`src/hdl/mlld_pkg.sv`:
```
// ----------------------------------------------------------------------------
// mlld_pkg
// Shared types, register codes and the Morse letter table for the
// light letter decoder.
// ----------------------------------------------------------------------------
package mlld_pkg;

   // configuration register indexes
   localparam int unsigned CSR_IDX_W  = 2;
   localparam int unsigned CSR_DATA_W = 24;
   localparam logic [CSR_IDX_W-1:0] CSR_DIT_TICKS       = 2'd0;
   localparam logic [CSR_IDX_W-1:0] CSR_LEVEL_THRESHOLD = 2'd1;
   localparam logic [CSR_IDX_W-1:0] CSR_GAP_UNITS       = 2'd2;

   localparam logic [23:0] DIT_TICKS_RST       = 24'd125000;
   localparam logic [15:0] LEVEL_THRESHOLD_RST = 16'd256;
   localparam logic [2:0]  GAP_UNITS_RST       = 3'd3;

   // frame phase codes
   localparam logic [1:0] PH_SEEK   = 2'd0;
   localparam logic [1:0] PH_SYNC   = 2'd1;
   localparam logic [1:0] PH_RECORD = 2'd2;
   localparam logic [1:0] PH_DONE   = 2'd3;

   typedef struct packed {
      logic [1:0] phase;
      logic [2:0] dark_run;
      logic [4:0] letter;
      logic       error;
   } pt_ctl_type;

   localparam pt_ctl_type CTL_CLEAR = '{phase: PH_SEEK, dark_run: 3'd0,
                                        letter: 5'd0, error: 1'b0};

   typedef struct packed {
      logic [12:0] bits;
      logic [3:0]  len;
   } code_type;

   typedef struct packed {
      logic       hit;
      logic [4:0] idx;
   } match_type;

   // element count and dash mask per letter, bit e set = element e is a dah
   localparam logic [2:0] MORSE_COUNT [0:25] = '{
      3'd2, 3'd4, 3'd4, 3'd3, 3'd1, 3'd4, 3'd3, 3'd4, 3'd2, 3'd4, 3'd3, 3'd4, 3'd2,
      3'd2, 3'd3, 3'd4, 3'd4, 3'd3, 3'd3, 3'd1, 3'd3, 3'd4, 3'd3, 3'd4, 3'd4, 3'd4};
   localparam logic [3:0] MORSE_DASH [0:25] = '{
      4'b0010, 4'b0001, 4'b0101, 4'b0001, 4'b0000, 4'b0100, 4'b0011,
      4'b0000, 4'b0000, 4'b1110, 4'b0101, 4'b0010, 4'b0011, 4'b0001,
      4'b0111, 4'b0110, 4'b1011, 4'b0010, 4'b0000, 4'b0001, 4'b0100,
      4'b1000, 4'b0110, 4'b1001, 4'b1101, 4'b0011};

   // on/off pattern of one letter: dit "1", dah "111", element gap "0"
   function automatic code_type morse_code(input int unsigned k);
      code_type c;
      c.bits = '0;
      c.len  = '0;
      for (int e = 0; e < 4; e++) begin
         if (e < int'(MORSE_COUNT[k])) begin
            if (e != 0) begin
               c.bits = {c.bits[11:0], 1'b0};
               c.len  = c.len + 4'd1;
            end
            if (MORSE_DASH[k][e]) begin
               c.bits = {c.bits[9:0], 3'b111};
               c.len  = c.len + 4'd3;
            end else begin
               c.bits = {c.bits[11:0], 1'b1};
               c.len  = c.len + 4'd1;
            end
         end
      end
      return c;
   endfunction

   function automatic match_type morse_match(input logic [31:0] bits,
                                             input logic [5:0]  len);
      match_type m;
      code_type  c;
      m.hit = 1'b0;
      m.idx = '0;
      for (int k = 0; k < 26; k++) begin
         c = morse_code(k);
         if (!m.hit && len == 6'(c.len) && bits == 32'(c.bits)) begin
            m.hit = 1'b1;
            m.idx = 5'(k);
         end
      end
      return m;
   endfunction

endpackage

```
`src/hdl/mlld_ifs.sv`:
```
// ----------------------------------------------------------------------------
// mlld channel interfaces
// Sample, letter and register write channels, valid/ready handshake.
// ----------------------------------------------------------------------------
interface mlld_req_if;
   logic        valid;
   logic        ready;
   logic [15:0] sample_level;
   logic [31:0] sample_time;
   logic        frame_last;

   modport source (output valid, sample_level, sample_time, frame_last, input ready);
   modport sink   (input valid, sample_level, sample_time, frame_last, output ready);
endinterface

interface mlld_rsp_if;
   logic       valid;
   logic       ready;
   logic [4:0] letter_index;
   logic       decode_error;

   modport source (output valid, letter_index, decode_error, input ready);
   modport sink   (input valid, letter_index, decode_error, output ready);
endinterface

interface mlld_csr_if;
   import mlld_pkg::*;
   logic                  valid;
   logic                  ready;
   logic [CSR_IDX_W-1:0]  index;
   logic [CSR_DATA_W-1:0] data;

   modport source (output valid, index, data, input ready);
   modport sink   (input valid, index, data, output ready);
endinterface

```
`src/hdl/morse_light_letter_decoder_unit.sv`:
```
// ----------------------------------------------------------------------------
// morse_light_letter_decoder_unit
// Decodes one Morse letter per frame of time-stamped light samples.
// ----------------------------------------------------------------------------
//  channel   direction  handshake     beat payload
//  req_chan  in         valid/ready   sample_level, sample_time, frame_last
//  rsp_chan  out        valid/ready   letter_index, decode_error
//  csr_chan  in         valid/ready   index, data (always ready)
//
//  One sample beat per clock. A sample can resolve up to two sample points
//  (the held previous sample, then the current one); both are evaluated by
//  two chained point units between the frame state and the result register.
//  The letter beat appears the cycle after the frame_last beat.
//  Synchronous reset clears the frame state and loads register defaults.
//  req_chan is held off only while a letter waits and rsp_chan is stalled.
// ----------------------------------------------------------------------------
module morse_light_letter_decoder_unit #(
   parameter int unsigned MAX_SYMBOL_BITS = 16
) (
   input  logic       clock,
   input  logic       reset,
   mlld_req_if.sink   req_chan,
   mlld_rsp_if.source rsp_chan,
   mlld_csr_if.sink   csr_chan
);
   import mlld_pkg::*;

   localparam int unsigned LEN_W = $clog2(MAX_SYMBOL_BITS + 1);

   // configuration
   logic [23:0] dit_ticks_ff, dit_ticks_in;
   logic [15:0] thresh_ff, thresh_in;
   logic [2:0]  gap_ff, gap_in;

   // frame state
   pt_ctl_type                 ctl_ff, ctl_in;
   logic [MAX_SYMBOL_BITS-1:0] bits_ff, bits_in;
   logic [LEN_W-1:0]           len_ff, len_in;
   logic [33:0]                target_ff, target_in;
   logic                       have_prev_ff, have_prev_in;
   logic                       prev_used_ff, prev_used_in;
   logic [15:0]                prev_level_ff, prev_level_in;
   logic [31:0]                prev_time_ff, prev_time_in;

   // result register
   logic       rsp_valid_ff, rsp_valid_in;
   logic [4:0] rsp_letter_ff, rsp_letter_in;
   logic       rsp_error_ff, rsp_error_in;

   // datapath
   logic                       accept;
   logic [15:0]                lvl;
   logic [33:0]                now2, prev2, dit1, dit2;
   logic [33:0]                dist_cur, dist_prev, cur_target, prev_target;
   logic                       active, crossing, due, pick_cur, second_due, now_used;
   logic [15:0]                first_level;
   pt_ctl_type                 pt0_ctl, pt1_ctl, step_ctl;
   logic [MAX_SYMBOL_BITS-1:0] pt0_bits, pt1_bits, step_bits;
   logic [LEN_W-1:0]           pt0_len, pt1_len, step_len;
   logic [33:0]                step_target;

   assign csr_chan.ready = 1'b1;
   assign req_chan.ready = !rsp_valid_ff || rsp_chan.ready;
   assign accept         = req_chan.valid && req_chan.ready;

   assign rsp_chan.valid        = rsp_valid_ff;
   assign rsp_chan.letter_index = rsp_letter_ff;
   assign rsp_chan.decode_error = rsp_error_ff;

   mlld_point #(.MAX_SYMBOL_BITS(MAX_SYMBOL_BITS)) u_point_first (
      .cur_ctl         (ctl_ff),
      .cur_bits        (bits_ff),
      .cur_len         (len_ff),
      .level           (first_level),
      .level_threshold (thresh_ff),
      .gap_units       (gap_ff),
      .nxt_ctl         (pt0_ctl),
      .nxt_bits        (pt0_bits),
      .nxt_len         (pt0_len)
   );

   mlld_point #(.MAX_SYMBOL_BITS(MAX_SYMBOL_BITS)) u_point_second (
      .cur_ctl         (pt0_ctl),
      .cur_bits        (pt0_bits),
      .cur_len         (pt0_len),
      .level           (lvl),
      .level_threshold (thresh_ff),
      .gap_units       (gap_ff),
      .nxt_ctl         (pt1_ctl),
      .nxt_bits        (pt1_bits),
      .nxt_len         (pt1_len)
   );

   // sample point selection, times kept in half ticks
   always_comb begin
      lvl         = req_chan.sample_level;
      now2        = {1'b0, req_chan.sample_time, 1'b0};
      prev2       = {1'b0, prev_time_ff, 1'b0};
      dit1        = {10'd0, dit_ticks_ff};
      dit2        = {9'd0, dit_ticks_ff, 1'b0};
      active      = (ctl_ff.phase == PH_SYNC) || (ctl_ff.phase == PH_RECORD);
      crossing    = have_prev_ff &&
                    ((lvl > thresh_ff && prev_level_ff < thresh_ff) ||
                     (lvl < thresh_ff && prev_level_ff > thresh_ff));
      due         = active && (now2 > target_ff);
      dist_cur    = now2 - target_ff;
      dist_prev   = (prev2 > target_ff) ? (prev2 - target_ff) : (target_ff - prev2);
      // ties go to the earlier sample; a sample is never used twice
      pick_cur    = prev_used_ff || !have_prev_ff || (dist_cur < dist_prev);
      first_level = pick_cur ? lvl : prev_level_ff;
      cur_target  = now2 + dit2;
      prev_target = prev2 + dit2;
      second_due  = !pick_cur && (now2 > prev_target) &&
                    ((pt0_ctl.phase == PH_SYNC) || (pt0_ctl.phase == PH_RECORD));

      step_ctl    = ctl_ff;
      step_bits   = bits_ff;
      step_len    = len_ff;
      step_target = target_ff;
      now_used    = 1'b0;

      if (ctl_ff.phase == PH_SEEK) begin
         if (crossing) begin
            step_ctl.phase    = PH_SYNC;
            step_ctl.dark_run = 3'd0;
            step_target       = now2 + dit1;
         end
      end else if (due) begin
         if (second_due) begin
            step_ctl    = pt1_ctl;
            step_bits   = pt1_bits;
            step_len    = pt1_len;
            step_target = cur_target;
            now_used    = 1'b1;
         end else begin
            step_ctl    = pt0_ctl;
            step_bits   = pt0_bits;
            step_len    = pt0_len;
            step_target = pick_cur ? cur_target : prev_target;
            now_used    = pick_cur;
         end
      end
   end

   // next state
   always_comb begin
      dit_ticks_in  = dit_ticks_ff;
      thresh_in     = thresh_ff;
      gap_in        = gap_ff;
      ctl_in        = ctl_ff;
      bits_in       = bits_ff;
      len_in        = len_ff;
      target_in     = target_ff;
      have_prev_in  = have_prev_ff;
      prev_used_in  = prev_used_ff;
      prev_level_in = prev_level_ff;
      prev_time_in  = prev_time_ff;
      rsp_valid_in  = rsp_valid_ff && !rsp_chan.ready;
      rsp_letter_in = rsp_letter_ff;
      rsp_error_in  = rsp_error_ff;

      if (csr_chan.valid) begin
         case (csr_chan.index)
            CSR_DIT_TICKS:       dit_ticks_in = csr_chan.data[23:0];
            CSR_LEVEL_THRESHOLD: thresh_in    = csr_chan.data[15:0];
            CSR_GAP_UNITS:       gap_in       = csr_chan.data[2:0];
            default: begin
            end
         endcase
      end

      if (accept) begin
         if (req_chan.frame_last) begin
            rsp_valid_in = 1'b1;
            if (step_ctl.phase == PH_DONE) begin
               rsp_letter_in = step_ctl.letter;
               rsp_error_in  = step_ctl.error;
            end else begin
               rsp_letter_in = 5'd0;
               rsp_error_in  = 1'b1;
            end
            ctl_in        = CTL_CLEAR;
            bits_in       = '0;
            len_in        = '0;
            target_in     = '0;
            have_prev_in  = 1'b0;
            prev_used_in  = 1'b0;
            prev_level_in = '0;
            prev_time_in  = '0;
         end else begin
            ctl_in        = step_ctl;
            bits_in       = step_bits;
            len_in        = step_len;
            target_in     = step_target;
            have_prev_in  = 1'b1;
            prev_used_in  = now_used;
            prev_level_in = lvl;
            prev_time_in  = req_chan.sample_time;
         end
      end
   end

   always_ff @(posedge clock) begin
      if (reset) begin
         dit_ticks_ff  <= DIT_TICKS_RST;
         thresh_ff     <= LEVEL_THRESHOLD_RST;
         gap_ff        <= GAP_UNITS_RST;
         ctl_ff        <= CTL_CLEAR;
         bits_ff       <= '0;
         len_ff        <= '0;
         target_ff     <= '0;
         have_prev_ff  <= 1'b0;
         prev_used_ff  <= 1'b0;
         prev_level_ff <= '0;
         prev_time_ff  <= '0;
         rsp_valid_ff  <= 1'b0;
      end else begin
         dit_ticks_ff  <= dit_ticks_in;
         thresh_ff     <= thresh_in;
         gap_ff        <= gap_in;
         ctl_ff        <= ctl_in;
         bits_ff       <= bits_in;
         len_ff        <= len_in;
         target_ff     <= target_in;
         have_prev_ff  <= have_prev_in;
         prev_used_ff  <= prev_used_in;
         prev_level_ff <= prev_level_in;
         prev_time_ff  <= prev_time_in;
         rsp_valid_ff  <= rsp_valid_in;
      end
   end

   always_ff @(posedge clock) begin
      rsp_letter_ff <= rsp_letter_in;
      rsp_error_ff  <= rsp_error_in;
   end

   // checks
   a_last_gives_letter: assert property (@(posedge clock) disable iff (reset)
      accept && req_chan.frame_last |=> rsp_chan.valid)
      else $error("frame_last beat did not produce a letter beat");

   a_error_letter_zero: assert property (@(posedge clock) disable iff (reset)
      rsp_chan.valid && rsp_chan.decode_error |-> rsp_chan.letter_index == 5'd0)
      else $error("error beat carries a nonzero letter");

   a_letter_range: assert property (@(posedge clock) disable iff (reset)
      rsp_chan.valid |-> rsp_chan.letter_index <= 5'd25)
      else $error("letter index out of range");

   a_no_accept_when_full: assert property (@(posedge clock) disable iff (reset)
      rsp_valid_ff && !rsp_chan.ready |-> !req_chan.ready)
      else $error("sample accepted while a letter is stalled");

   a_len_bound: assert property (@(posedge clock) disable iff (reset)
      len_ff <= LEN_W'(MAX_SYMBOL_BITS))
      else $error("symbol length exceeds bit store");

endmodule

```
`src/hdl/mlld_point.sv`:
```
// ----------------------------------------------------------------------------
// mlld_point
// Evaluates one sample point: gap wait, bit recording, letter match.
// ----------------------------------------------------------------------------
module mlld_point #(
   parameter int unsigned MAX_SYMBOL_BITS = 16,
   localparam int unsigned LEN_W = $clog2(MAX_SYMBOL_BITS + 1)
) (
   input  mlld_pkg::pt_ctl_type        cur_ctl,
   input  logic [MAX_SYMBOL_BITS-1:0]  cur_bits,
   input  logic [LEN_W-1:0]            cur_len,
   input  logic [15:0]                 level,
   input  logic [15:0]                 level_threshold,
   input  logic [2:0]                  gap_units,
   output mlld_pkg::pt_ctl_type        nxt_ctl,
   output logic [MAX_SYMBOL_BITS-1:0]  nxt_bits,
   output logic [LEN_W-1:0]            nxt_len
);
   import mlld_pkg::*;

   localparam int unsigned SUM_W = LEN_W + 1;

   logic [2:0]       eff_gap;
   logic [3:0]       run_inc;
   logic             gap_hit;
   logic [SUM_W-1:0] new_len;
   logic [3:0]       shift;
   match_type        hit;

   always_comb begin
      eff_gap = (gap_units == 3'd0) ? 3'd1 : gap_units;
      run_inc = {1'b0, cur_ctl.dark_run} + 4'd1;
      gap_hit = run_inc >= {1'b0, eff_gap};
      new_len = SUM_W'(cur_len) + SUM_W'(cur_ctl.dark_run) + SUM_W'(1);
      shift   = run_inc;
      hit     = morse_match(32'(cur_bits), 6'(cur_len));

      nxt_ctl  = cur_ctl;
      nxt_bits = cur_bits;
      nxt_len  = cur_len;

      case (cur_ctl.phase)
         PH_SYNC: begin
            if (level < level_threshold) begin
               if (gap_hit) begin
                  nxt_ctl.phase    = PH_RECORD;
                  nxt_ctl.dark_run = 3'd0;
                  nxt_bits         = '0;
                  nxt_len          = '0;
               end else begin
                  nxt_ctl.dark_run = run_inc[2:0];
               end
            end else begin
               nxt_ctl.dark_run = 3'd0;
            end
         end
         PH_RECORD: begin
            if (level > level_threshold) begin
               if (new_len > SUM_W'(MAX_SYMBOL_BITS)) begin
                  nxt_ctl.phase  = PH_DONE;
                  nxt_ctl.letter = 5'd0;
                  nxt_ctl.error  = 1'b1;
               end else begin
                  // pending dark bits go in ahead of the new on bit
                  nxt_bits         = (cur_bits << shift) | MAX_SYMBOL_BITS'(1);
                  nxt_len          = new_len[LEN_W-1:0];
                  nxt_ctl.dark_run = 3'd0;
               end
            end else if (gap_hit) begin
               nxt_ctl.phase = PH_DONE;
               if (cur_len != '0 && hit.hit) begin
                  nxt_ctl.letter = hit.idx;
                  nxt_ctl.error  = 1'b0;
               end else begin
                  nxt_ctl.letter = 5'd0;
                  nxt_ctl.error  = 1'b1;
               end
            end else begin
               nxt_ctl.dark_run = run_inc[2:0];
            end
         end
         default: begin
         end
      endcase
   end

endmodule

```
`src/flat_wrapper.sv`:
```
// flat-port wrapper written by rule: the top's interface ports become plain ports
module morse_light_letter_decoder_unit_flat import mlld_pkg::*;
#(
   parameter int unsigned MAX_SYMBOL_BITS = 16
)
  (clock, reset, req_chan_valid, req_chan_sample_level, req_chan_sample_time, req_chan_frame_last, req_chan_ready, rsp_chan_valid, rsp_chan_letter_index, rsp_chan_decode_error, rsp_chan_ready, csr_chan_valid, csr_chan_index, csr_chan_data, csr_chan_ready);
  mlld_req_if req_chan_i ();
  mlld_rsp_if rsp_chan_i ();
  mlld_csr_if csr_chan_i ();
  input  logic clock;
  input  logic reset;
  input wire logic [$bits(req_chan_i.valid)-1:0] req_chan_valid;
  input wire logic [$bits(req_chan_i.sample_level)-1:0] req_chan_sample_level;
  input wire logic [$bits(req_chan_i.sample_time)-1:0] req_chan_sample_time;
  input wire logic [$bits(req_chan_i.frame_last)-1:0] req_chan_frame_last;
  output wire logic [$bits(req_chan_i.ready)-1:0] req_chan_ready;
  output wire logic [$bits(rsp_chan_i.valid)-1:0] rsp_chan_valid;
  output wire logic [$bits(rsp_chan_i.letter_index)-1:0] rsp_chan_letter_index;
  output wire logic [$bits(rsp_chan_i.decode_error)-1:0] rsp_chan_decode_error;
  input wire logic [$bits(rsp_chan_i.ready)-1:0] rsp_chan_ready;
  input wire logic [$bits(csr_chan_i.valid)-1:0] csr_chan_valid;
  input wire logic [$bits(csr_chan_i.index)-1:0] csr_chan_index;
  input wire logic [$bits(csr_chan_i.data)-1:0] csr_chan_data;
  output wire logic [$bits(csr_chan_i.ready)-1:0] csr_chan_ready;
  assign req_chan_i.valid = req_chan_valid;
  assign req_chan_i.sample_level = req_chan_sample_level;
  assign req_chan_i.sample_time = req_chan_sample_time;
  assign req_chan_i.frame_last = req_chan_frame_last;
  assign req_chan_ready = req_chan_i.ready;
  assign rsp_chan_valid = rsp_chan_i.valid;
  assign rsp_chan_letter_index = rsp_chan_i.letter_index;
  assign rsp_chan_decode_error = rsp_chan_i.decode_error;
  assign rsp_chan_i.ready = rsp_chan_ready;
  assign csr_chan_i.valid = csr_chan_valid;
  assign csr_chan_i.index = csr_chan_index;
  assign csr_chan_i.data = csr_chan_data;
  assign csr_chan_ready = csr_chan_i.ready;
  morse_light_letter_decoder_unit #(.MAX_SYMBOL_BITS(MAX_SYMBOL_BITS)) u_core (.clock(clock), .reset(reset), .req_chan(req_chan_i), .rsp_chan(rsp_chan_i), .csr_chan(csr_chan_i));
endmodule
```
`config.mk`:
```
export PLATFORM = sky130hd
export DESIGN_NAME = morse_light_letter_decoder_unit_flat
export DESIGN_NICKNAME = d
export VERILOG_FILES = /design/src/hdl/mlld_pkg.sv /design/src/hdl/mlld_ifs.sv /design/src/hdl/morse_light_letter_decoder_unit.sv /design/src/hdl/mlld_point.sv /design/src/flat_wrapper.sv
export SDC_FILE = /design/constraint.sdc
export NUM_CORES = 1
export LEC_CHECK = 0
export BUFFER_PORTS_ARGS = -buffer_cell sky130_fd_sc_hd__buf_2
export CAP_MARGIN = 20
export CORE_ASPECT_RATIO = 1.2
export CORE_MARGIN = 5
export CORE_UTILIZATION = 35
export CTS_BUF_LIST = sky130_fd_sc_hd__clkbuf_16
export CTS_CLUSTER_DIAMETER = 40
export DETAILED_ROUTE_END_ITERATION = 10
export SLEW_MARGIN = 20
export SYNTH_ARGS = -nofsm -noshare
export SYNTH_HDL_FRONTEND = slang
export SYNTH_SLANG_ARGS = --single-unit
```
`constraint.sdc`:
```
create_clock -name clock -period 17.53 [get_ports clock]
set_clock_uncertainty 0.1 [all_clocks]
set_input_delay 5.259 -clock clock [delete_from_list [all_inputs] [get_ports clock]]
set_output_delay 5.259 -clock clock [all_outputs]
set_load 0.03 [all_outputs]
```
==> results.yml, run 1 <==
outcome:
  status: "finished, final reports clean"
routing:
  drt_iter0_markers: 1863
  totalWireLength_um: 81400
  dr.pass1.iters: 6
  viasPerCell: 5.91
  vias: 22886
  drc: 0
  wl_per_cell_um: 21.0
  drtAntennaViolNets: 0
clocking:
  cts.clk_slew.worst_paths_ps: 70
  cts_buffers: 17
  post_cts_buffers: 0
  h-tree-depth: 4
  cts_max_path_buffers: 2
  cts_sinks: 166
  cts_root_buffer: "clkbuf_16"
  cts_tree: "done"
  clkLatencyLatePin_ps: 500
setup_path:
  crit_fanout: 16
  startpoint_type: "primary input"
  cp.required_ps: 17670
  crit_arrival_ps: 16490
  slowest_delay_ps: 580
  critPathBufInv: 5
  crit_family: "compound AO/OA/AOI/OAI gates"
  cp-startpoint: "req_chan_sample_time[0]"
  critPathCaptureType: "flip-flop"
  r2r_end: "u_core.rsp_chan.decode_error"
  ff2ff_setup_slack_ps: 4510
  criticalPathCategory: "primary input to flip-flop"
  endpoint: "u_core.rsp_chan.decode_error"
  r2r-start: "u_core.prev_time_ff[16]"
  reg2regPathDepth: 52
  crit_cells: 53
  slowest_stage: "or4_4"
pwr:
  ir_drop_mv: 0.0719
  p_sw_share_pct: 41.9
  p_int_w: 0.000884
  p_leak_nw: 10.3
  comb_power_share_pct: 47.1
  power_w: 0.00152
  p_per_area_mw_per_mm2: 62.9
  p_seq_share_pct: 26.7
  p_sw_w: 0.000637
  power_frac_clock_pct: 26.2
synth:
  synth_nets: 3438
  yosysWarnings: 0
  ys.flop_type: "dfxtp_1"
  ys_seq_area_share_pct: 15.1
  async_flop_share_pct: 0
  synth_area_mm2: 0.0225
  synth-seq-cells: 166
  synth-edff-count: 6
  syn_avg_cell_area_um2: 7.37
  synthCells: 3048
  yosys.cell_types.count: 116
floorplanning:
  dieArea_mm2: 0.0694
  start_util_pct: 35.4
  die_y_um: 288
  core_mm2: 0.0634
  rows: 101
  die_w_um: 241
  boundaryPins: 89
sta:
  grt_setup_unrepaired: "no"
  tns_ps: 0
  setup_viol: 0
  worstMarginPinSlew_ps: 1160
  max-slew-margin-rel_pct: 20.4
  fmax_mhz: 61.2
  drv_slew: 0
  timing.final.crit_share_pct: 93.3
  hold_viol: 0
  min_period_ps: 16350
place:
  port-buffer-count: 87
  gp_congestion: 0.975
  dp_hpwl_um: 65300
min_path:
  hp-start: "u_core.thresh_ff[9]"
  hold_path.class: "flip-flop to flip-flop"
layout:
  syn_to_final_growth_pct: 7.71
  fin_util_pct: 38.1
  drive_above_1_share_pct: 8.69
  final_nets: 3428
  antennaDiodeCount: 0
global_route:
  grt_pass1_vias: 21939
  grt_pass1_wl_um: 125000
  antenna_found_initial: 0
  grtUsageTotal_pct: 22.9
  grt_overflow_total: 0
  grt_max_degree: 65
job:
  maxCapViolCount: 0
-- metal layers --
metal	up-vias	track usage, %	part of all wire [%]
li1	11176	-	-
met1	10841	28.4	42
met2	687	39.9	49
met3	182	3.29	5.0
met4	0	8.49	4.1
met5	-	0	0
-- power by group through the flow --
stage          Clock (W)  Combinational (W)  Sequential, W
2_1_floorplan          0           0.000524       0.000409
3_3_place_gp           0           0.000703       0.000414
3_5_place_dp           0           0.000705       0.000414
4_1_cts         0.000408           0.000709       0.000406
5_1_grt         0.000425           0.000797       0.000407
6_report        0.000398           0.000717       0.000406
-- placed cells by master (no fill, tap or decap), types with 31 or more instances in the layout --
master	instances
nand2_1	346
ha_1	301
nor2_1	266
a21oi_1	258
inv_1	172
o21ai_0	161
dfxtp_1	160
a21o_1	119
xnor2_1	87
buf_2	86
nand3_1	77
nor3_1	66
a31oi_1	66
xor2_1	60
nand4_1	47
o211ai_1	45
and3_1	43
mux2i_1	42
o21bai_1	34
nand2b_1	33
buf_4	32
nor2b_1	31
-- Yosys cell counts (8+ instances only) --
| cell type | instances | area (um2) |
|---|---|---|
| a211o_1 | 9 | 78.8 |
| a211oi_1 | 22 | 165 |
| a21o_1 | 119 | 893 |
| a21oi_1 | 259 | 1300 |
| a221oi_1 | 14 | 123 |
| a22o_1 | 19 | 166 |
| a22oi_1 | 19 | 143 |
| a31o_2 | 10 | 87.6 |
| a31oi_1 | 66 | 413 |
| a32o_1 | 12 | 120 |
| a32oi_1 | 16 | 140 |
| and2_1 | 24 | 150 |
| and3_1 | 43 | 269 |
| buf_2 | 13 | 65.1 |
| clkbuf_1 | 122 | 458 |
| dfxtp_1 | 160 | 3200 |
| fa_1 | 8 | 160 |
| ha_1 | 302 | 3780 |
| inv_1 | 173 | 649 |
| mux2_2 | 12 | 135 |
| mux2i_1 | 42 | 420 |
| mux4_2 | 13 | 293 |
| nand2_1 | 347 | 1300 |
| nand2b_1 | 33 | 206 |
| nand3_1 | 77 | 385 |
| nand3b_1 | 10 | 75.1 |
| nand4_1 | 47 | 294 |
| nor2_1 | 266 | 998 |
| nor2b_1 | 31 | 194 |
| nor3_1 | 69 | 345 |
| nor4_1 | 11 | 68.8 |
| o211ai_1 | 45 | 338 |
| o21a_1 | 27 | 203 |
| o21ai_0 | 161 | 806 |
| o21bai_1 | 34 | 255 |
| o22ai_1 | 11 | 68.8 |
| o31ai_1 | 11 | 82.6 |
| or2_2 | 20 | 125 |
| or3_1 | 24 | 150 |
| or4_1 | 11 | 82.6 |
| xnor2_1 | 88 | 771 |
| xor2_1 | 60 | 526 |
-- cell families (layout without fill, tap and decap cells) --
logic type	after synthesis	count (layout)	synth area share [%]
compound gates	969	969	29.1
flops	166	166	15.1
xor+xnor	148	148	5.77
buf+inv	322	325	5.65
other cells	1	1	0.0167
mux	67	67	3.78
simple gates	1065	1065	23.0
fa+ha+maj	310	310	17.5
-- worst min path at each step --
stage,to,slack (ps),cells past startpoint
4_1_cts,u_core.thresh_ff[15],360,2
3_5_place_dp,u_core.thresh_ff[6],350,2
6_report,u_core.thresh_ff[9],360,2
5_1_grt,u_core.thresh_ff[6],370,2
3_3_place_gp,u_core.thresh_ff[1],340,2
2_1_floorplan,u_core.thresh_ff[10],340,2
-- metrics by stage --
stage                     setup WS [ps]  hold WS (ps)  instances  area (um2)
final                              1180           359       3875       24200
after global routing                216           374       3875       24200
after CTS                           842           361       3875       24200
after detailed placement            355           351       3843       23600
after global placement              669           343       3843       23600
after floorplan                    1260           336       3048       22500
-- repair_timing --
action | in CTS | in global routing
gates resized for setup | 0 | 2
hold buffers | 0 | 0
setup endpoints to repair | 0 | 19
-- tightest hold or removal path, delay by kind of cell (launching register included) --
kind	cells	cell delay, ps
and+or+nand+nor	1	50
DFF	1	310
AOI/OAI and AO/OA	1	50
-- flip-flops by register name, summed over array words and instances (netlist names), 3 cells and up --
| register | flops |
|---|---|
| u_core.dit_ticks_ff | 24 |
| u_core.ctl_ff | 11 |
| u_core.prev_level_ff | 16 |
| u_core.len_ff | 5 |
| u_core.rsp_chan.letter_index | 5 |
| u_core.gap_ff | 3 |
| u_core.thresh_ff | 16 |
| u_core.bits_ff | 16 |
| u_core.target_ff | 34 |
| u_core.prev_time_ff | 32 |
-- final cells by class --
cell class	count	area, um2
tap	824	1030
fill	6777	39200
sequential	166	3380
clock buffer	17	425
clock inverter	15	165
multi-input combinational	2560	17900
inverter	175	657
timing repair buffer	118	671
No activity file was read; power rests on OpenSTA's default activity.
==> run 2, diff against run 1 <==
Settings changed: PLACE_DENSITY set to 0.46.
==> run 2 against run 1 <==
- sequential cell count unchanged
- non-clock buffer count up 11
- critical path type unchanged
- via count up 0.23%
- critical endpoint unchanged
- count of clock-buffer cells in the layout unchanged
- worst hold slack better by 7.0 ps
- combinational power up 2.9%
- core utilization up 0.25 points
- sequential power about the same
- critical path depth down 1
- clock power up 10%
==> results.yml, run 2 (synthesis results as in run 1) <==
layout:
  final_nets: 3439
  mostFrequentLayoutCells: "346 x nand2_1, 301 x ha_1, 266 x nor2_1"
  syn_to_final_growth_pct: 8.43
  drive_above_1_share_pct: 8.88
  fillers: 6759
  antennaDiodeCount: 0
  reg_top3: "u_core.target_ff: 34 flops, u_core.prev_time_ff: 32 flops, u_core.dit_ticks_ff: 24 flops"
  top_register: "u_core.target_ff"
  layout_commonest_cell: "nand2_1"
  largest_reg_flops: 34
  instances_no_fill: 3886
  fin_util_pct: 38.4
routing:
  drc: 0
  wl_per_cell_um: 22.5
  totalWireLength_um: 87400
  viasPerCell: 5.90
  vias: 22939
  dr.pass1.iters: 5
  drt_iter0_markers: 1475
  drtAntennaViolNets: 0
setup_path:
  reg2regPathDepth: 52
  critPathCaptureType: "flip-flop"
  startpoint_type: "primary input"
  crit_fanout: 18
  r2r_end: "u_core.rsp_chan.decode_error"
  slowest_stage: "nor3_1"
  crit_arrival_ps: 16690
  cp.required_ps: 17650
  r2r-start: "u_core.prev_time_ff[14]"
  ff2ff_setup_slack_ps: 4270
  criticalPathCategory: "primary input to flip-flop"
  slowest_delay_ps: 740
pwr:
  comb_power_share_pct: 46.6
  ir_drop_mv: 0.0687
  power_frac_clock_pct: 27.7
  p_sw_w: 0.000641
  p_sw_share_pct: 40.5
  p_leak_nw: 10.4
  p_seq_share_pct: 25.7
  p_int_w: 0.000943
  p_per_area_mw_per_mm2: 65.0
floorplanning:
  rows: 101
  dieArea_mm2: 0.0694
  core_mm2: 0.0634
  boundaryPins: 89
  die_w_um: 241
  die_y_um: 288
  start_util_pct: 35.4
sta:
  tns_ps: 0
  setup_viol: 0
  min_period_ps: 16570
  fmax_mhz: 60.3
  hold_viol: 0
  drv_slew: 0
  worstMarginPinSlew_ps: 1020
  max-slew-margin-rel_pct: 31.1
  grt_setup_unrepaired: "no"
  timing.final.crit_share_pct: 94.5
clocking:
  post_cts_buffers: 0
  cts_tree: "done"
  cts_buffers: 17
  cts_sinks: 166
  cts_max_path_buffers: 2
  h-tree-depth: 4
  cts.clk_slew.worst_paths_ps: 80
  clkLatencyLatePin_ps: 460
  cts_root_buffer: "clkbuf_16"
min_path:
  hold_path.class: "flip-flop to flip-flop"
  hold_depth: 2
  hp-start: "u_core.thresh_ff[1]"
  hold_path_end: "u_core.thresh_ff[1]"
global_route:
  grt_pass1_vias: 22936
  grt_overflow_total: 0
  antenna_found_initial: 0
  grt_max_degree: 74
  grtUsageTotal_pct: 24.4
  grt_pass1_wl_um: 134000
place:
  gp_congestion: 0.930
  place_inst: 3854
  dp_hpwl_um: 71300
  port-buffer-count: 87
outcome:
  status: "finished, final reports clean"
job:
  maxCapViolCount: 0
==> run 2: cell types whose count changed in the layout (fill, tap and decap cells not counted), sizes merged <==
cell	previous run	this run
bufinv	1	5
clkinv	5	4
inv	183	181
buf	118	129
clkinvlp	1	0
==> run 2: what timing repair did <==
item,CTS,global route
setup endpoints to repair,0,1
hold buffers,0,0
gates resized for setup,0,1
==> run 2: stage by stage <==
step / setup slack [ps] / cell area [um2] / power [W] / hold slack (ps)
after floorplan: 1260 / 22500 / 0.000934 / 336
after global placement: 765 / 23700 / 0.00114 / 348
after detailed placement: 439 / 23700 / 0.00114 / 349
after CTS: 905 / 24300 / 0.00159 / 366
after global routing: 69.5 / 24400 / 0.00169 / 384
final: 957 / 24400 / 0.00158 / 366
==> run 2: power groups by stage <==
stage          Sequential [W]  Combinational (W)  Clock (W)
3_5_place_dp         0.000415           0.000729          0
2_1_floorplan        0.000409           0.000524          0
3_3_place_gp         0.000415           0.000721          0
5_1_grt              0.000408           0.000818   0.000466
6_report             0.000407           0.000738   0.000439
4_1_cts              0.000406           0.000733   0.000452
==> run 2: per-layer routing <==
metal,global-route usage (%),vias to the layer above,routed length [um],part of all wire (%)
li1,-,11182,-,-
met1,30.5,10940,37900,43
met2,43.4,669,43000,49
met3,2.05,148,3240,3.7
met4,9.26,0,3320,3.8
met5,0,-,0,0
==> run 2: worst max path at each step <==
stage / start / endpoint / slack [ps] / cells after the start
floorplan: req_chan_sample_time[0] / u_core.rsp_chan.decode_error / 1260 / 54
global placement: req_chan_sample_time[0] / u_core.len_ff[2] / 760 / 51
detailed placement: req_chan_sample_time[0] / u_core.rsp_chan.decode_error / 440 / 52
CTS: req_chan_sample_time[0] / u_core.bits_ff[5] / 900 / 51
global route: req_chan_sample_time[0] / u_core.rsp_chan.decode_error / 70 / 52
finish: req_chan_sample_time[0] / u_core.rsp_chan.decode_error / 960 / 52
==> run 2: final cells by class <==
class / instances / area [um2] / share of cell area (%)
multi-input combinational: 2560 / 17900 / 73.3
sequential: 166 / 3380 / 13.9
inverter: 175 / 657 / 2.70
clock buffer: 17 / 425 / 1.75
timing repair buffer: 129 / 766 / 3.14
tap: 824 / 1030 / 4.23
clock inverter: 15 / 240 / 0.986
==> run 2: worst max-delay path, delay by kind of cell <==
kind	cells	cell delay, ps
AO/OA/AOI/OAI	28	6420
AND/OR/NAND/NOR	15	3000
adder cells (fa/ha/maj)	4	1090
buffers and inverters	4	670
XOR/XNOR	1	190
